<file path="src/sv/mp2_pkg.sv">
`default_nettype none
// ----------------------------------------------------------------------------
// mp2_pkg
// Shared types and constants of the streaming 2-D max pooling block:
// register indexes, controller states and the controller-to-datapath command.
// ----------------------------------------------------------------------------
package mp2_pkg;

	localparam int CFG_INDEX_W = 3;
	localparam int CFG_DATA_W  = 11;
	localparam int WIN_FIELD_W = 4;

	localparam int RST_IN_WIDTH      = 28;
	localparam int RST_IN_HEIGHT     = 28;
	localparam int RST_WINDOW_WIDTH  = 2;
	localparam int RST_WINDOW_HEIGHT = 2;
	localparam int RST_STEP          = 2;

	typedef enum logic [CFG_INDEX_W-1:0] {
		REG_IN_WIDTH      = 3'd0,
		REG_IN_HEIGHT     = 3'd1,
		REG_WINDOW_WIDTH  = 3'd2,
		REG_WINDOW_HEIGHT = 3'd3,
		REG_STEP          = 3'd4
	} mp2_reg_t;

	typedef enum logic [1:0] {
		ST_IDLE,
		ST_READ,
		ST_DRAIN,
		ST_HOLD
	} mp2_state_t;

	typedef struct packed {
		logic wr_en;
		logic rd_en;
		logic rd_first;
		logic load_out;
		logic out_last;
	} mp2_cmd_t;

endpackage
`default_nettype wire

</file>
<file path="src/sv/mp2_cfg.sv">
`default_nettype none
// ----------------------------------------------------------------------------
// mp2_cfg
// Configuration registers. Values saturate on write (window/step: low 4 bits),
// zero counts as one, and every write to a known register restarts the plane.
// ----------------------------------------------------------------------------
module mp2_cfg
	import mp2_pkg::*;
#(
	parameter int MAX_WIDTH  = 1024,
	parameter int MAX_WINDOW = 8
) (
	input  wire logic                         clk,
	input  wire logic                         arst_n,
	input  wire logic                         cfg_we,
	input  wire logic [CFG_INDEX_W-1:0]       cfg_index,
	input  wire logic [CFG_DATA_W-1:0]        cfg_data,
	output logic [$clog2(MAX_WIDTH+1)-1:0]    in_width,
	output logic [$clog2(MAX_WIDTH+1)-1:0]    in_height,
	output logic [$clog2(MAX_WINDOW+1)-1:0]   window_width,
	output logic [$clog2(MAX_WINDOW+1)-1:0]   window_height,
	output logic [$clog2(MAX_WINDOW+1)-1:0]   step,
	output logic                              cfg_clear
);

	localparam int DIM_W = $clog2(MAX_WIDTH+1);
	localparam int WIN_W = $clog2(MAX_WINDOW+1);

	logic [DIM_W-1:0] in_width_q;
	logic [DIM_W-1:0] in_height_q;
	logic [WIN_W-1:0] window_width_q;
	logic [WIN_W-1:0] window_height_q;
	logic [WIN_W-1:0] step_q;

	function automatic logic [DIM_W-1:0] clamp_dim(input logic [CFG_DATA_W-1:0] v);
		logic [DIM_W-1:0] r;
		if (v == '0)
			r = DIM_W'(1);
		else if (v > MAX_WIDTH)
			r = DIM_W'(MAX_WIDTH);
		else
			r = DIM_W'(v);
		return r;
	endfunction

	function automatic logic [WIN_W-1:0] clamp_win(input logic [CFG_DATA_W-1:0] v);
		logic [WIN_FIELD_W-1:0] f;
		logic [WIN_W-1:0]       r;
		f = v[WIN_FIELD_W-1:0];
		if (f == '0)
			r = WIN_W'(1);
		else if (f > MAX_WINDOW)
			r = WIN_W'(MAX_WINDOW);
		else
			r = WIN_W'(f);
		return r;
	endfunction

	always_comb begin
		case (cfg_index)
			REG_IN_WIDTH, REG_IN_HEIGHT, REG_WINDOW_WIDTH,
			REG_WINDOW_HEIGHT, REG_STEP: cfg_clear = cfg_we;
			default: cfg_clear = 1'b0;
		endcase
	end

	always_ff @(posedge clk or negedge arst_n) begin
		if (!arst_n) begin
			in_width_q      <= clamp_dim(CFG_DATA_W'(RST_IN_WIDTH));
			in_height_q     <= clamp_dim(CFG_DATA_W'(RST_IN_HEIGHT));
			window_width_q  <= clamp_win(CFG_DATA_W'(RST_WINDOW_WIDTH));
			window_height_q <= clamp_win(CFG_DATA_W'(RST_WINDOW_HEIGHT));
			step_q          <= clamp_win(CFG_DATA_W'(RST_STEP));
		end else if (cfg_we) begin
			case (cfg_index)
				REG_IN_WIDTH:      in_width_q      <= clamp_dim(cfg_data);
				REG_IN_HEIGHT:     in_height_q     <= clamp_dim(cfg_data);
				REG_WINDOW_WIDTH:  window_width_q  <= clamp_win(cfg_data);
				REG_WINDOW_HEIGHT: window_height_q <= clamp_win(cfg_data);
				REG_STEP:          step_q          <= clamp_win(cfg_data);
				default: ;
			endcase
		end
	end

	assign in_width      = in_width_q;
	assign in_height     = in_height_q;
	assign window_width  = window_width_q;
	assign window_height = window_height_q;
	assign step          = step_q;

endmodule
`default_nettype wire

</file>
<file path="config.mk">
export PLATFORM = sky130hd
export DESIGN_NAME = mp2_cfg
export DESIGN_NICKNAME = d
export VERILOG_FILES = /design/src/sv/mp2_pkg.sv /design/src/sv/mp2_cfg.sv
export SDC_FILE = /design/constraint.sdc
export NUM_CORES = 1
export LEC_CHECK = 0
export BUFFER_PORTS_ARGS = -buffer_cell sky130_fd_sc_hd__buf_2
export CORE_UTILIZATION = 52
export DETAILED_ROUTE_END_ITERATION = 12
export PLACE_DENSITY = 0.83
export SYNTH_ARGS = -nofsm -noshare
export SYNTH_HDL_FRONTEND = slang
export SYNTH_SLANG_ARGS = --single-unit
</file>
<file path="constraint.sdc">
create_clock -name clk -period 1.8 [get_ports clk]
set_clock_uncertainty 0.1 [all_clocks]
set_input_delay 0.36 -clock clk [delete_from_list [all_inputs] [get_ports clk]]
set_output_delay 0.36 -clock clk [all_outputs]
set_load 0.01 [all_outputs]
</file>
==> metrics.md <==
| Metric | Value |
|---|---|
| Lkg Pwr | 0.881 nW |
| Pwr per Cell Area | 1030 mW/mm² |
| Number of slew-limit violations in the final report | 0 |
| Sum Neg Setup Slack | 0 ns |
| Endpoint class of the critical path | output pin |
| Maximum clock frequency | roughly 680 MHz |
| Largest stage delay on the critical path | around 0.55 ns |
| Routed wire length | 2880 µm |
| Least-Margin Pin Slew | 0.719 ns |
| Warnings from Yosys | 0 |
| Wire length of the first global-routing pass | 4490 µm |
| Family of cells with the greatest summed delay on the critical path | flip-flops |
| Number of placement rows | 18 |
| Area fraction in and, or, nand and nor cells after synthesis | 0.182 |
| Critical-path cell with the highest stage delay | dfstp_2 |
| Post-detailed-placement half-perimeter wirelength | between 2000 and 2500 µm |
| Global-route total usage across every layer | 0.228 |
| Number of logic stages on the critical path including buffering | 1 |
| Final design instance area without fill | 0.00177 mm² |
| R2r setup slk | 0.94 ns |
| Worst-case vdd ir drop | 0.000790 V |
| Clock slew at the register clock pins of the worst setup and hold paths | 0.10 ns |
| Sinks on the clock net | 34 |
| Num ports | 52 |
| Crit Reg-Reg Endpoint | step[2] |
| Sequential-to-total area share from yosys stat | 0.609 |
| FF+latch count, synth | 34 |
| Net switching component of the power | 0.529 mW |
| Detailed-route wire length per cell | ~14 µm |
| Fraction of synthesized cell area in xor and xnor cells | 0 |
| FF/Latch Area | 862 µm² |
| Critical Path Sink | window_width[1] |
| Post-Synth Adder-Cell Area | 0 |
| Startpoint of the lowest-slack register-to-register path | step[2] |
| Number of H-tree levels | 2 |
| Total setup buffers inserted after CTS | 0 |
| Type of the setup path with the least slack | flip-flop to output pin |
| FF-to-FF path depth | 1 |
| Hold-fix buffers, CTS | 1 |
| Maximum net fanout on the critical path | 2 |
| Die area | 0.00293 mm² |
| Share of total power in combinational logic | 0.219 |
| Starting density of the core | 0.561 |
| Register share of total power | 0.538 |
| Kind of start point of the critical path | flip-flop |
| Post-CTS resize count | 0 |
| Cell chain of the critical path | buf_2 |
| Fraction of power consumed by the clock network | 0.244 |
| Number of nets produced by synthesis | 139 |
| Compound-cell area share of the yosys netlist | 0.0849 |
| DRT antenna net count | 0 |
| Commonest non-fill, non-tap cell in the layout | buf_2 |
| RSZ-0062 raised after global routing | no |
| Portion of the clock cycle consumed by the worst path in the final layout | 0.818 |
| Overall overflow remaining after global route | 0 |
| Final layout net count | 196 |
| Switching part of the total | 0.291 |
| Combinational family with the most area after synthesis | simple AND/OR/NAND/NOR gates |
| Post-synth design cell area | 0.00142 mm² |
| Setup-violating endpoint count in the final report | 0 |
| Arrival time of data at the critical path endpoint | between 1 and 1.5 ns |
| Number of iterations in the first detailed-routing pass | 4 |
| Library cell used as clock root buffer | clkbuf_4 |
| Fill cell total of the finished layout | ~210 |
| Clock latency on the worst-skew pair | 0.34 ns |
| Via count of the first global-routing pass | roughly 1000 |
| Number of flops mapped to enable cells by yosys | 0 |
| Diodes inserted | 0 |
| P&R area growth vs syn | 25.2% |
| Multi-input gate area | ~520 µm² |
| DP Area | 0.00170 mm² |
| Result of the run | completed |
| Synth async-reset ratio | 1.00 |
| Y dimension of the die | around 54 µm |
| Gate count of the mapped netlist | 122 |
| Int Power | 1.29 mW |
| Final routed DRC violation total | 0 |
| Number of endpoints with negative hold slack in the final report | 0 |
| Top library cells by usage in the layout, fill and taps aside | 51 x buf_2, 25 x dfrtp_1, 22 x nand2_1, 13 x mux2_2, 11 x o21ai_0 |
| Core outline area | 0.00252 mm² |
| Vias per std cell | roughly 5.2 |
| Multiplexer fraction of the synthesized cell area | 0.103 |
| Most used DFF post-synth | dfrtp_1 |
| Buffers & Inverters on Critical Path | 1 |
| CTS tree | built |
| DIE WIDTH | roughly 54 µm |
| Number of antenna violations at the first check in global routing | 0 |
| Number of maximum-capacitance violations | 0 |
| Total of buffers placed on input and output ports | 51 |
| Post-synthesis cell type count | 25 |
| Share of final-layout standard cells stronger than drive strength 1 | 0.472 |
| Endpoint required time on the critical path | 1.34 ns |
| Synthesized area per cell | about 12 µm² |
| Timing startpoint of the critical path | window_width[1] |
| Largest net degree at the start of global routing | 35 |
| Via total after detailed routing | 1096 |
| Slew Limit Headroom | 0.521 |
| Placer congestion estimate | 0.775 |
| Path category of the worst min-delay check | primary input to flip-flop |
| Min Clock Period, post-route | 1.47 ns |
| Number of buffers created by CTS | 5 |
| DRC marker count from the first detailed-route iteration | 11 |
| Maximum count of clock buffers along a single path | 2 |
[power by group through the flow]
stage          Combinational, mW  Sequential (mW)  Clock (mW)
2_1_floorplan              0.137             1.06           0
3_3_place_gp               0.392            0.986           0
3_5_place_dp               0.403            0.994           0
4_1_cts                    0.405            0.982       0.457
5_1_grt                    0.450            0.998       0.486
6_report                   0.398            0.979       0.444
[worst min path at each step]
| stage | cells past startpoint | slack, ns | startpoint | endpoint |
|---|---|---|---|---|
| after floorplan | 0 | -0.04 | arst_n | in_height[0] |
| after global placement | 1 | 0.34 | arst_n | in_height[6] |
| after detailed placement | 2 | 0.35 | in_width[3] | in_width[3] |
| after CTS | 3 | 0.17 | cfg_data[4] | in_width[4] |
| after global routing | 3 | 0.18 | cfg_data[2] | in_width[2] |
| final | 3 | 0.18 | cfg_data[4] | in_width[4] |
[routing by layer]
| metal | vias to the layer above | share of wire | GRT usage |
|---|---|---|---|
| met5 | - | 0 | 0 |
| met4 | 0 | 0.015 | 0.132 |
| met3 | 5 | 0.078 | 0.0650 |
| met2 | 47 | 0.47 | 0.362 |
| met1 | 509 | 0.44 | 0.274 |
| li1 | 535 | - | - |
[metrics by stage]
stage	util	hold slack (ns)	setup WS, ns	instances	total power, mW
after global routing	0.702	0.177	0.292	210	1.93
after floorplan	-	-0.0356	0.304	122	1.19
after CTS	0.702	0.168	0.317	210	1.84
after global placement	0.675	0.342	0.231	201	1.38
after detailed placement	0.675	0.355	0.201	201	1.40
final	0.702	0.177	0.328	210	1.82
[layout make-up]
class,count,area share
Multi-Input combinational cell,83,0.296
Clock buffer,7,0.0311
Clock inverter,1,0.00282
Tap cell,30,0.0212
Sequential cell,34,0.487
Timing Repair Buffer,55,0.162
[state kept, by name, summed over array words and instances (netlist names)]
register and flops:
step 4, in_height 11, window_width 4, window_height 4
in_width 11
[cell families (layout without fill, tap and decap cells)]
group,Yosys count,count (layout)
simple gates,48,48
flops,34,34
compound gates,22,22
mux,13,13
buf+inv,5,63
[cells in the mapped netlist, types with 2 or more instances]
cell / number / area, µm²
dfrtp_1: 25 / 626
nand2_1: 22 / 82.6
mux2_2: 13 / 146
o21ai_0: 11 / 55.1
nand2b_1: 10 / 62.6
dfstp_2: 9 / 236
o21ai_1: 7 / 35.0
nor2b_1: 4 / 25.0
buf_2: 2 / 10.0
clkbuf_1: 2 / 7.51
nor2_1: 2 / 7.51
nor4_1: 2 / 12.5
Note: power is estimated with default switching activity, not from simulation.
