## src/sv/mp2_pkg.sv

```systemverilog
`default_nettype none
// ----------------------------------------------------------------------------
// mp2_pkg
// Shared types and constants of the streaming 2-D max pooling block:
// register indexes, controller states and the controller-to-datapath command.
// ----------------------------------------------------------------------------
package mp2_pkg;

	localparam int CFG_INDEX_W = 3;
	localparam int CFG_DATA_W  = 11;
	localparam int WIN_FIELD_W = 4;

	localparam int RST_IN_WIDTH      = 28;
	localparam int RST_IN_HEIGHT     = 28;
	localparam int RST_WINDOW_WIDTH  = 2;
	localparam int RST_WINDOW_HEIGHT = 2;
	localparam int RST_STEP          = 2;

	typedef enum logic [CFG_INDEX_W-1:0] {
		REG_IN_WIDTH      = 3'd0,
		REG_IN_HEIGHT     = 3'd1,
		REG_WINDOW_WIDTH  = 3'd2,
		REG_WINDOW_HEIGHT = 3'd3,
		REG_STEP          = 3'd4
	} mp2_reg_t;

	typedef enum logic [1:0] {
		ST_IDLE,
		ST_READ,
		ST_DRAIN,
		ST_HOLD
	} mp2_state_t;

	typedef struct packed {
		logic wr_en;
		logic rd_en;
		logic rd_first;
		logic load_out;
		logic out_last;
	} mp2_cmd_t;

endpackage
`default_nettype wire

```

## src/sv/mp2_ctrl.sv

```systemverilog
`default_nettype none
// ----------------------------------------------------------------------------
// mp2_ctrl
// Controller: row and column position, stride phases, window detection and
// the sequencing of the column reads for one window.
// ----------------------------------------------------------------------------
module mp2_ctrl
	import mp2_pkg::*;
#(
	parameter int MAX_WIDTH  = 1024,
	parameter int MAX_WINDOW = 8
) (
	input  wire logic                               clk,
	input  wire logic                               arst_n,
	input  wire logic                               s_tvalid,
	output logic                                    s_tready,
	input  wire logic                               cfg_clear,
	input  wire logic [$clog2(MAX_WIDTH+1)-1:0]     in_width,
	input  wire logic [$clog2(MAX_WIDTH+1)-1:0]     in_height,
	input  wire logic [$clog2(MAX_WINDOW+1)-1:0]    window_width,
	input  wire logic [$clog2(MAX_WINDOW+1)-1:0]    window_height,
	input  wire logic [$clog2(MAX_WINDOW+1)-1:0]    step,
	input  wire logic                               out_free,
	output mp2_cmd_t                                cmd,
	output logic [$clog2(MAX_WIDTH)-1:0]            wr_col,
	output logic [$clog2(MAX_WINDOW)-1:0]           wr_slot,
	output logic [$clog2(MAX_WIDTH)-1:0]            rd_col,
	output logic [$clog2(MAX_WINDOW)-1:0]           top_slot
);

	localparam int CNT_W  = $clog2(MAX_WIDTH);
	localparam int DIM_W  = $clog2(MAX_WIDTH+1);
	localparam int WIN_W  = $clog2(MAX_WINDOW+1);
	localparam int SLOT_W = $clog2(MAX_WINDOW);
	localparam int SL1_W  = SLOT_W + 1;
	localparam int EXT_W  = ((DIM_W > WIN_W) ? DIM_W : WIN_W) + 1;

	mp2_state_t        state_q, state_nx;
	logic [CNT_W-1:0]  col_q, row_q, rd_col_q;
	logic [SLOT_W-1:0] slot_q, cph_q, rph_q, top_q;
	logic [WIN_W-1:0]  rd_cnt_q;
	logic              first_q, last_q;

	logic [EXT_W-1:0]  col_p1, row_p1, w_x, h_x, ww_x, wh_x, st_x;
	logic              col_ge, row_ge, col_end, row_end, hit, last_pos, accept;
	logic [SLOT_W-1:0] st_m1;
	logic [SL1_W-1:0]  wh_m1, slot_x, top_calc;
	logic [CNT_W-1:0]  c0;

	assign w_x    = EXT_W'(in_width);
	assign h_x    = EXT_W'(in_height);
	assign ww_x   = EXT_W'(window_width);
	assign wh_x   = EXT_W'(window_height);
	assign st_x   = EXT_W'(step);
	assign col_p1 = EXT_W'(col_q) + EXT_W'(1);
	assign row_p1 = EXT_W'(row_q) + EXT_W'(1);

	assign col_ge   = col_p1 >= ww_x;
	assign row_ge   = row_p1 >= wh_x;
	assign col_end  = col_p1 == w_x;
	assign row_end  = row_p1 == h_x;
	assign hit      = col_ge && row_ge && (cph_q == '0) && (rph_q == '0);
	assign last_pos = (EXT_W'(col_q) + st_x >= w_x) && (EXT_W'(row_q) + st_x >= h_x);

	assign st_m1    = SLOT_W'(step - WIN_W'(1));
	assign wh_m1    = SL1_W'(window_height - WIN_W'(1));
	assign slot_x   = SL1_W'(slot_q);
	assign top_calc = (slot_x >= wh_m1) ? slot_x - wh_m1
	                                    : slot_x + SL1_W'(MAX_WINDOW) - wh_m1;
	assign c0       = CNT_W'(col_p1 - ww_x);

	assign s_tready = (state_q == ST_IDLE);
	assign accept   = s_tvalid && s_tready;

	always_ff @(posedge clk or negedge arst_n) begin
		if (!arst_n) begin
			state_q <= ST_IDLE;
		end else begin
			state_q <= state_nx;
		end
	end

	always_comb begin
		state_nx     = state_q;
		cmd.wr_en    = 1'b0;
		cmd.rd_en    = 1'b0;
		cmd.rd_first = first_q;
		cmd.load_out = 1'b0;
		cmd.out_last = last_q;
		case (state_q)
			ST_IDLE: begin
				if (s_tvalid) begin
					cmd.wr_en = 1'b1;
					if (hit)
						state_nx = ST_READ;
				end
			end
			ST_READ: begin
				cmd.rd_en = 1'b1;
				if (rd_cnt_q == WIN_W'(1))
					state_nx = ST_DRAIN;
			end
			ST_DRAIN: begin
				state_nx = ST_HOLD;
			end
			ST_HOLD: begin
				if (out_free) begin
					cmd.load_out = 1'b1;
					state_nx     = ST_IDLE;
				end
			end
			default: begin
				state_nx = ST_IDLE;
			end
		endcase
	end

	always_ff @(posedge clk or negedge arst_n) begin
		if (!arst_n) begin
			col_q    <= '0;
			row_q    <= '0;
			slot_q   <= '0;
			cph_q    <= '0;
			rph_q    <= '0;
			rd_col_q <= '0;
			rd_cnt_q <= '0;
			top_q    <= '0;
			first_q  <= 1'b0;
			last_q   <= 1'b0;
		end else if (cfg_clear) begin
			col_q  <= '0;
			row_q  <= '0;
			slot_q <= '0;
			cph_q  <= '0;
			rph_q  <= '0;
		end else if (accept) begin
			if (col_end) begin
				col_q <= '0;
				cph_q <= '0;
				row_q <= row_end ? '0 : CNT_W'(row_p1);
				if (row_end || !row_ge)
					rph_q <= '0;
				else
					rph_q <= (rph_q == st_m1) ? '0 : rph_q + SLOT_W'(1);
				if (row_end || slot_q == SLOT_W'(MAX_WINDOW-1))
					slot_q <= '0;
				else
					slot_q <= slot_q + SLOT_W'(1);
			end else begin
				col_q <= CNT_W'(col_p1);
				if (!col_ge)
					cph_q <= '0;
				else
					cph_q <= (cph_q == st_m1) ? '0 : cph_q + SLOT_W'(1);
			end
			rd_col_q <= c0;
			rd_cnt_q <= window_width;
			top_q    <= top_calc[SLOT_W-1:0];
			first_q  <= 1'b1;
			last_q   <= last_pos;
		end else if (state_q == ST_READ) begin
			rd_col_q <= rd_col_q + CNT_W'(1);
			rd_cnt_q <= rd_cnt_q - WIN_W'(1);
			first_q  <= 1'b0;
		end
	end

	assign wr_col   = col_q;
	assign wr_slot  = slot_q;
	assign rd_col   = rd_col_q;
	assign top_slot = top_q;

endmodule
`default_nettype wire

```

## config.mk

```make
export PLATFORM = sky130hd
export DESIGN_NAME = mp2_ctrl
export DESIGN_NICKNAME = d
export VERILOG_FILES = /design/src/sv/mp2_pkg.sv /design/src/sv/mp2_ctrl.sv
export SDC_FILE = /design/constraint.sdc
export NUM_CORES = 1
export LEC_CHECK = 0
export ABC_AREA = 1
export BUFFER_PORTS_ARGS = -buffer_cell sky130_fd_sc_hd__buf_2
export CORE_MARGIN = 10
export CORE_UTILIZATION = 30
export DETAILED_ROUTE_END_ITERATION = 12
export SLEW_MARGIN = 20
export SYNTH_ARGS = -nofsm -noshare
export SYNTH_HDL_FRONTEND = slang
export SYNTH_SLANG_ARGS = --single-unit
```

## constraint.sdc

```tcl
create_clock -name clk -period 6.85 [get_ports clk]
set_input_delay 0.685 -clock clk [delete_from_list [all_inputs] [get_ports clk]]
set_output_delay 0.685 -clock clk [all_outputs]
set_load 0.02 [all_outputs]
```

==> results of run 1 <==
path summary, 6_finish.rpt:
path | to | depth (start not counted)
worst max-delay path | rd_cnt_q[3]$_DFFE_PN0P_ | 10
worst min-delay path | top_slot[1]$_DFFE_PN0P_ | 2
worst max register to register | rd_cnt_q[3]$_DFFE_PN0P_ | 10
worst min register to register | top_slot[1]$_DFFE_PN0P_ | 2
max in group asynchronous | rph_q[2]$_DFFE_PN0P_ | 2
min in group asynchronous | wr_col[8]$_DFFE_PN0P_ | 2
stage by stage:
stage	instance area, um2	setup WS, ns	hold slack, ns	instances
floorplan	5210	3.95	0.389	798
global placement	5770	3.33	0.459	1079
detailed placement	5770	3.31	0.462	1079
CTS	5920	3.33	0.482	1087
global route	5920	2.99	0.507	1087
finish	5920	3.36	0.477	1087
worst min-delay path, delay by kind of cell (launching register included):
kind | cells | cell delay, ns
AND/OR/NAND/NOR | 2 | 0.10
flip-flops | 1 | 0.34
cells by family (layout without fill, tap and decap cells):
logic type               count (synthesis)  count (layout)
flip-flops                              50              50
buffers and inverters                  134             198
AO/OA/AOI/OAI                           89              89
adder cells (fa/ha/maj)                 60              60
AND/OR/NAND/NOR                        436             436
XOR/XNOR                                29              29
layer usage:
metal,GRT usage [%],routed length (um)
met1,17.5,7640
met3,2.51,698
met4,3.58,259
met5,0,0
met2,20.8,6890
sequential cells by signal, summed over array words and instances, names as in the netlist:
name,flops
cph_q,3
wr_col,10
rd_col,10
first_q,1
rd_cnt_q,4
row_q,10
wr_slot,3
rph_q,3
state_q,2
top_slot,3
last_q,1
power by group:
part / switching, mW / leakage (nW) / internal, mW
Sequential: 0.0704 / 0.654 / 0.361
Combinational: 0.397 / 2.46 / 0.213
Clock: 0.120 / 0.0739 / 0.145
placed cells by master, fill, tap and decap left out, types with 2 or more instances in the layout:
cell       instances
fa_1               4
nand3_2            3
nand2_2            7
nor2_1            71
clkbuf_16          5
inv_1            112
buf_2             70
o211ai_1           3
o21a_1             2
a31oi_1            4
o21ai_1            7
nor2_4             3
nand3_1           75
nand2_1          235
inv_2              5
nand4_1           20
a21oi_1           29
nor2_2             4
ha_1              56
nand3b_1           2
clkinv_1           2
o21ai_0           27
a211oi_1           3
dfrtp_1           50
o22ai_1           10
xnor2_1            6
xor2_1            23
nor3_1            12
layout make-up:
type | count | area [um2] | share of cell area (%)
clock inverter | 1 | 5.00 | 0.0846
multi-input combinational | 614 | 3430 | 58.0
timing repair buffer | 71 | 358 | 6.05
clock buffer | 7 | 143 | 2.41
inverter | 119 | 447 | 7.55
tap | 225 | 282 | 4.76
sequential | 50 | 1250 | 21.2
==> metrics.yaml, run 1 <==
synth_common_cells: "235 x nand2_1, 112 x inv_1, 75 x nand3_1"
antenna_cells: 0
synth-edff-count: 0
crit_start: "state_q[1]$_DFFE_PN0P_"
avgViaCountPerCell: 4.78
end_kind: "flop"
yosys_warnings: 0
drt_iter0_markers: 306
wirelength_um: 15500
path_buf_inv: 3
synthSimpleGateAreaFrac_pct: 36.5
post_drt_wl_per_cell_um: 14.2
synth-adder-area-share_pct: 15.0
io_pins: 71
drive_gt1_share_pct: 11.9
yosysTopAreaCell: "dfrtp_1"
arrival_ns: 3.70
die_y_um: 152
setup_viol: 0
antenna_found_initial: 0
r2r_start: "state_q[1]$_DFFE_PN0P_"
grt_max_degree: 51
cts_tree: "built"
outcome: "completed"
timing.fmax_ghz: 0.286
skew_ns: 0.0118
slew_headroom_pct: 47.8
critPathSlowestCell: "nor2_1"
r2r_setup_slack_ns: 3.36
power_mw: 1.31
dieArea_um2: 23100
syn_nets: 897
synth_most_common_cell: "nand2_1"
grt_overflow: 0
finalCriticalPeriod_ns: 3.49
p_leak_nw: 3.19
finalCritPeriodShare_pct: 51.0
clock_sinks: 50
clk_pin_slew_ns: 0.07
cts_setup_buffers: 0
cts-buffers-inserted: 5
ys_seq_elements: 50
setup_tns_ns: 0
synth-compound-area-share_pct: 9.50
hold_viol: 0
crit_family: "simple AND/OR/NAND/NOR gates"
ir_drop_mv: 0.185
synth_top_family_by_area: "simple AND/OR/NAND/NOR gates"
cts_hold_buffers: 0
synth_top_cell_area_share_pct: 24.0
cpPeakStageDelay_ns: 0.70
ys_seq_area_share_pct: 24.0
syn_inst: 798
hold_path.startpoint: "top_slot[1]$_DFFE_PN0P_"
worstPathCellList: "inv_1 > ha_1 > nand2_1 > nor2_1 > clkinv_1 > nand2_1 > inv_1 > a21oi_1 > o21ai_0 > o21ai_0"
clockBufferDepth: 2
rows: 48
syn_to_final_growth_pct: 13.5
yosys_most_used_dff: "dfrtp_1"
synth.distinct_cells: 39
htree_levels: 2
yosys-top-cells-area: "dfrtp_1 24%, nand2_1 17%, ha_1 13%"
drv_slew: 0
hpwl_um: 12600
drcViolationCount: 0
hold_path_class: "reg2reg"
tightest_slew_ns: 0.781
die_x_um: 152
async_flop_share_pct: 100
rsz0062_at_grt: "no"
firstDrtPassIters: 5
utilization_pct: 34.4
core-area_um2: 17200
power.density_nw_per_um2: 221
cp_data_required_time_ns: 7.06
grt_pass1_vias: 4880
path_max_fanout: 20
syn_area_um2: 5210
place_congestion: 0.930
grt_first_pass_wirelength_um: 25200
worstSetupPathType: "reg2reg"
fillers: 1913
ctsResizeCount: 0
clkLatencyLatePin_ns: 0.31
fin_nets: 960
ant_nets: 0
startpoint_type: "flop"
syn_avg_cell_area_um2: 6.53
muxShareOfSynthArea_pct: 0
initial_utilization_pct: 30.4
synth-xor-area-share_pct: 4.87
track_usage_pct: 13.1
clockRootBuffer: "clkbuf_16"
io_buffers: 70
cap_violations: 0
dr_total_vias: 5200
Note: power is estimated with default switching activity, not from simulation.
==> inputs of run 2 (changes only) <==
==> constraint.sdc (replaced) <==
create_clock -name clk -period 3.04 [get_ports clk]
set_input_delay 0.304 -clock clk [delete_from_list [all_inputs] [get_ports clk]]
set_output_delay 0.304 -clock clk [all_outputs]
set_load 0.02 [all_outputs]
==> run 2 against run 1 <==
  * Global-route usage fell by 0.070 points
  * Critical path depth rose by 3
  * Worst hold slack got worse by 0.48 ns
  * Combinational power rose by 130%
  * Clock skew fell by 0.0047 ns
  * Via count rose by 0.71%
==> metrics.yaml, run 2 (synthesis gave the netlist of run 1 again) <==
place_ws_ns: 0.178  # -3.13 ns
power.density_nw_per_um2: 486  # +120%
end_kind: "flop"
pwr-share-clk_pct: 18.8  # -1.5 points
finalCriticalPeriod_ns: 2.78  # -0.712 ns
grt_overflow: 0  # unchanged
startpoint_type: "flop"
track_usage_pct: 13.0  # -0.070 points
worstSetupPathType: "reg2reg"
io_pins: 71  # unchanged
grt_first_pass_wirelength_um: 25400  # +0.55%
fin_nets: 973  # +1.4%
post_drt_wl_per_cell_um: 14.2  # about the same
clockBufferDepth: 2  # unchanged
ant_nets: 0  # unchanged
dr_total_vias: 5237  # +0.71%
rows: 48  # unchanged
drt_iter0_markers: 363  # +19%
layout.cells.non_filler: 1099  # +1.1%
antenna_found_initial: 0  # unchanged
final_common_cell: "nand2_1"
avgViaCountPerCell: 4.77  # -0.39%
worstPathCellList: "inv_1 > fa_1 > o21ai_0 > buf_4 > a21oi_1 > a31oi_1 > ha_1 > a21oi_1 > nor2_1 > a211oi_1 > o211ai_1 > o21ai_0 > o21ai_0"
drv_slew: 0  # unchanged
arrival_ns: 2.95  # -0.75 ns
switching_share_pct: 44.5  # -0.45 points
cp_data_required_time_ns: 3.21  # -3.85 ns
wirelength_um: 15700  # +1.1%
outcome: "completed"
placedInstanceArea_um2: 5870  # +1.7%
hold_path_class: "in2async"
final_cell_mix: "235 x nand2_1, 112 x inv_1, 75 x nand3_1"
whs_ns: 0.00128  # -0.476 ns
p_sw_mw: 1.30  # +120%
grt_max_degree: 29  # -43%
dp.cells: 1092  # +1.2%
fin_ws_ns: 0.257  # -3.10 ns
cts_tree: "built"
io_buffers: 70  # unchanged
critPathSlowestCell: "dfrtp_1"
die_y_um: 152  # unchanged
die_x_um: 152  # unchanged
syn_to_final_growth_pct: 15.2
stdcell_area_um2: 6010  # +1.5%
setup_tns_ns: 0  # unchanged
grt_pass1_vias: 4916  # +0.74%
cts_setup_buffers: 0  # unchanged
fillers: 1901  # -0.63%
tightest_slew_ns: 0.578  # -0.203 ns
slew_headroom_pct: 61.5  # +14 points
path_common_cell: "o21ai_0"
rsz0062_at_grt: "no"
hold_viol: 0  # unchanged
cpPeakStageDelay_ns: 0.47  # -0.23 ns
ir_drop_mv: 0.266  # +43%
antenna_cells: 0  # unchanged
p_leak_nw: 3.24  # +1.8%
skew_ns: 0.00708  # -0.00475 ns
drive_gt1_share_pct: 13.3  # +1.3 points
finalCritPeriodShare_pct: 91.5  # +41 points
p_int_mw: 1.62  # +130%
clk_pin_slew_ns: 0.07  # about the same
clock_sinks: 50  # unchanged
drcViolationCount: 0  # unchanged
place_congestion: 0.917  # -1.3%
cts-buffers-inserted: 5  # unchanged
dieArea_um2: 23100  # unchanged
setup_viol: 0  # unchanged
clkLatencyLatePin_ns: 0.29  # -0.02 ns
cap_violations: 0  # unchanged
comb_power_share_pct: 48.4  # +1.7 points
initial_utilization_pct: 30.4  # unchanged
htree_levels: 2  # unchanged
hpwl_um: 12800  # +2.0%
timing.fmax_ghz: 0.359  # +26%
core-area_um2: 17200  # unchanged
p_seq_share_pct: 32.8  # -0.2 points
firstDrtPassIters: 5  # unchanged
path_max_fanout: 6  # -70%
clockRootBuffer: "clkbuf_16"
[run 2: cell count changes in the layout (fill, tap and decap cells not counted), sizes merged]
cell	delta
buf	+13
clkinvlp	+1
clkbuf	-1
clkinv	-1
[run 2: through the flow]
step,util [%],total power [mW]
3_3_place_gp,34.1,2.38
6_report,35.0,2.92
4_1_cts,34.9,2.95
2_1_floorplan,-,1.94
5_1_grt,35.0,3.19
3_5_place_dp,34.1,2.39
[run 2: worst max-delay path: cells and delay by family, from the launching register on]
| kind | cells | cell delay (ns) |
|---|---|---|
| buffers and inverters | 2 | 0.28 |
| DFF | 1 | 0.47 |
| AOI/OAI and AO/OA | 8 | 1.18 |
| adders and majority gates | 2 | 0.69 |
| and+or+nand+nor | 1 | 0.05 |
[run 2: path summary, 6_finish.rpt]
kind,start,end,slack [ns],cells after the start
max,wr_col[1]$_DFFE_PN0P_,last_q$_DFFE_PN0P_,0.26,13
min,arst_n,rd_col[6]$_DFFE_PN0P_,0.001,1
max reg2reg,wr_col[1]$_DFFE_PN0P_,last_q$_DFFE_PN0P_,0.26,13
min reg2reg,top_slot[2]$_DFFE_PN0P_,top_slot[2]$_DFFE_PN0P_,0.48,2
max in group asynchronous,arst_n,row_q[2]$_DFFE_PN0P_,2.23,2
min in group clk,window_width[1],rd_cnt_q[1]$_DFFE_PN0P_,0.31,3
[run 2: area by class of cell]
type / count / area [um2] / share of cell area (%)
clock buffers: 6 / 129 / 2.15
clock inverters: 1 / 7.51 / 0.125
flip-flops and latches: 50 / 1250 / 20.8
well taps: 225 / 282 / 4.69
inverters: 119 / 447 / 7.44
repair buffers: 84 / 455 / 7.58
multi-input cells: 614 / 3440 / 57.2
[run 2: routing by layer]
layer	share of wire (%)	global-route usage [%]	vias to the layer above
met1	48	17.7	2375
met2	45	20.9	127
met3	5.7	2.12	8
met5	0	0	-
met4	1.0	3.03	0
li1	-	-	2727
[run 2: repair_timing]
item | 4_1_cts | 5_1_grt
endpoints found under the setup margin | 0 | 3
hold buffers | 0 | 0
resized for setup | 0 | 3
hold endpoints to repair | 0 | 0
[run 2: power groups by stage]
stage | clock network, mW | logic [mW] | registers [mW]
floorplan | 0 | 0.877 | 1.06
global placement | 0 | 1.41 | 0.964
detailed placement | 0 | 1.43 | 0.963
CTS | 0.564 | 1.43 | 0.953
global route | 0.595 | 1.61 | 0.978
finish | 0.549 | 1.41 | 0.957
==> inputs of run 3 (changes only) <==
==> constraint.sdc (replaced) <==
create_clock -name clk -period 3.04 [get_ports clk]
set_input_delay 0.608 -clock clk [delete_from_list [all_inputs] [get_ports clk]]
set_output_delay 0.608 -clock clk [all_outputs]
set_load 0.02 [all_outputs]
==> run 3 against run 2 <==
  * Worst setup slack lost 0.073 ns
  * Critical endpoint unchanged
  * Critical path type unchanged
  * Non-clock buffer count is 3 higher
  * Clock skew about the same
  * Total power rose by 4.2%
==> metrics.yaml, run 3 (synthesis gave the netlist of run 1 again) <==
placedInstanceArea_um2: 5880  # +0.26%
ir_drop_mv: 0.251  # -5.8%
whs_ns: 0.425  # +0.424 ns
stdcell_area_um2: 6070  # +0.98%
rows: 48  # unchanged
fillers: 1938  # +1.9%
drt-met1-wl_um: 7560  # -0.38%
dr_total_vias: 5234  # -0.057%
worstSetupPathType: "reg2reg"
final_common_cell: "nand2_1"
setup_viol: 0  # unchanged
syn_to_final_growth_pct: 16.3
skew_ns: 0.00741  # +0.000328 ns
wirelength_um: 15300  # -2.0%
final_cell_mix: "235 x nand2_1, 112 x inv_1, 75 x nand3_1"
path_max_fanout: 6  # unchanged
io_buffers: 70  # unchanged
dieArea_um2: 23100  # unchanged
fin_nets: 976  # +0.31%
dp.cells: 1094  # +0.18%
antenna_cells: 0  # unchanged
cap_violations: 0  # unchanged
clockBufferDepth: 2  # unchanged
utilization_pct: 35.3  # +0.34 points
core-area_um2: 17200  # unchanged
wl_met2_um: 6740  # -4.0%
post_drt_wl_per_cell_um: 13.9  # -2.4%
cp_data_required_time_ns: 3.21  # about the same
finalCritPeriodShare_pct: 93.9  # +2.4 points
clock_sinks: 50  # unchanged
drcViolationCount: 0  # unchanged
hpwl_um: 12700  # -1.3%
wl_met3_um: 800  # -9.8%
r2r_setup_slack_ns: 0.18  # -0.07 ns
avgViaCountPerCell: 4.75  # -0.42%
die_x_um: 152  # unchanged
cts-buffers-inserted: 5  # unchanged
cts_tree: "built"
grt_pass1_vias: 5012  # +2.0%
htree_levels: 2  # unchanged
timing.fmax_ghz: 0.350  # -2.5%
grt_first_pass_wirelength_um: 25400  # about the same
power.density_nw_per_um2: 501  # +3.2%
outcome: "completed"
startpoint_type: "flop"
place_congestion: 0.929  # +1.2%
initial_utilization_pct: 30.4  # unchanged
drv_slew: 0  # unchanged
slew_headroom_pct: 55.5  # -6.0 points
crit_start: "wr_col[1]$_DFFE_PN0P_"
antenna_found_initial: 0  # unchanged
rsz0062_at_grt: "no"
end_kind: "flop"
tightest_slew_ns: 0.667  # +0.0893 ns
clk_pin_slew_ns: 0.07  # about the same
layout.area.seq_um2: 1250  # +0.20%
drive_gt1_share_pct: 14.0  # +0.74 points
io_pins: 71  # unchanged
r2r-end: "last_q$_DFFE_PN0P_"
arrival_ns: 3.02  # +0.07 ns
grt_overflow: 0  # unchanged
crit_end: "last_q$_DFFE_PN0P_"
r2r_start: "wr_col[1]$_DFFE_PN0P_"
die_y_um: 152  # unchanged
worstRegToRegCells: 13  # unchanged
p_leak_nw: 3.27  # +0.77%
clockRootBuffer: "clkbuf_16"
topRoutingLayerUsed: "met4"
ant_nets: 0  # unchanged
firstDrtPassIters: 5  # unchanged
layout.cells.non_filler: 1103  # +0.36%
grt_max_degree: 51  # +76%
clkLatencyLatePin_ns: 0.29  # about the same
multi_input_area_um2: 3440  # +0.22%
finalCriticalPeriod_ns: 2.86  # +0.0728 ns
cts_hold_buffers: 0  # unchanged
drt_iter0_markers: 348  # -4.1%
track_usage_pct: 13.0  # about the same
hold_path_class: "in2async"
hold_viol: 0  # unchanged
==> run 3: cell types whose count changed in the layout (fill, tap and decap cells not counted), sizes merged <==
cell | previous run | this run
buf | 84 | 87
bufinv | 0 | 1
clkbuf | 6 | 7
clkinvlp | 1 | 0
==> run 3: worst min-delay path by stage <==
stage | from | to | slack (ns) | cells past startpoint
2_1_floorplan | arst_n | cph_q[0]$_DFFE_PN0P_ | 0.31 | 0
3_3_place_gp | top_slot[1]$_DFFE_PN0P_ | top_slot[1]$_DFFE_PN0P_ | 0.46 | 2
3_5_place_dp | top_slot[1]$_DFFE_PN0P_ | top_slot[1]$_DFFE_PN0P_ | 0.47 | 2
4_1_cts | arst_n | rd_col[6]$_DFFE_PN0P_ | 0.46 | 2
5_1_grt | arst_n | rd_col[6]$_DFFE_PN0P_ | 0.48 | 2
6_report | arst_n | rd_col[6]$_DFFE_PN0P_ | 0.42 | 2
==> run 3: timing repair <==
action                                 4_1_cts  5_1_grt
gates resized for setup                      0        6
setup endpoints to repair                    0        1
endpoints found under the hold margin        0        0
setup buffers                                0        1
==> run 3: final cells by class <==
class                           instances  share of cell area, %
Multi-Input combinational cell        614                   56.8
Sequential cell                        50                   20.7
Timing Repair Buffer                   87                   7.88
Inverter                              119                   7.36
Tap cell                              225                   4.64
Clock buffer                            7                   2.19
Clock inverter                          1                  0.495
==> run 3: where the power goes <==
| group | internal (mW) | leakage [nW] | switching [mW] | total (mW) |
|---|---|---|---|---|
| clock network | 0.390 | 0.0781 | 0.250 | 0.640 |
| registers | 0.816 | 0.651 | 0.146 | 0.961 |
| logic | 0.529 | 2.54 | 0.910 | 1.44 |
==> run 3: critical path, cell delays in order, from the launching register on <==
cell and delay [ns]:
dfrtp_1 0.50, inv_1 0.13, fa_1 0.42, o21ai_0 0.20
buf_4 0.16, a21oi_1 0.06, a31oi_1 0.16, ha_1 0.26
a21oi_1 0.16, nor2_1 0.06, a211oi_1 0.22, o211ai_1 0.16
o21ai_1 0.14, o21ai_0 0.08
==> run 3: routing by layer <==
metal	global-route usage [%]	up-vias
met5	0	-
met4	3.44	0
met3	2.62	20
met2	20.4	119
met1	17.6	2352
li1	-	2743
==> run 3: metrics by stage <==
stage,setup TNS (ns),setup WS [ns],total power [mW]
6_report,0,0.184,3.04
5_1_grt,0,0.00754,3.31
4_1_cts,0,0.116,3.06
3_5_place_dp,-0.0588,-0.0588,2.41
3_3_place_gp,0,0.0247,2.40
2_1_floorplan,0,0.221,1.94
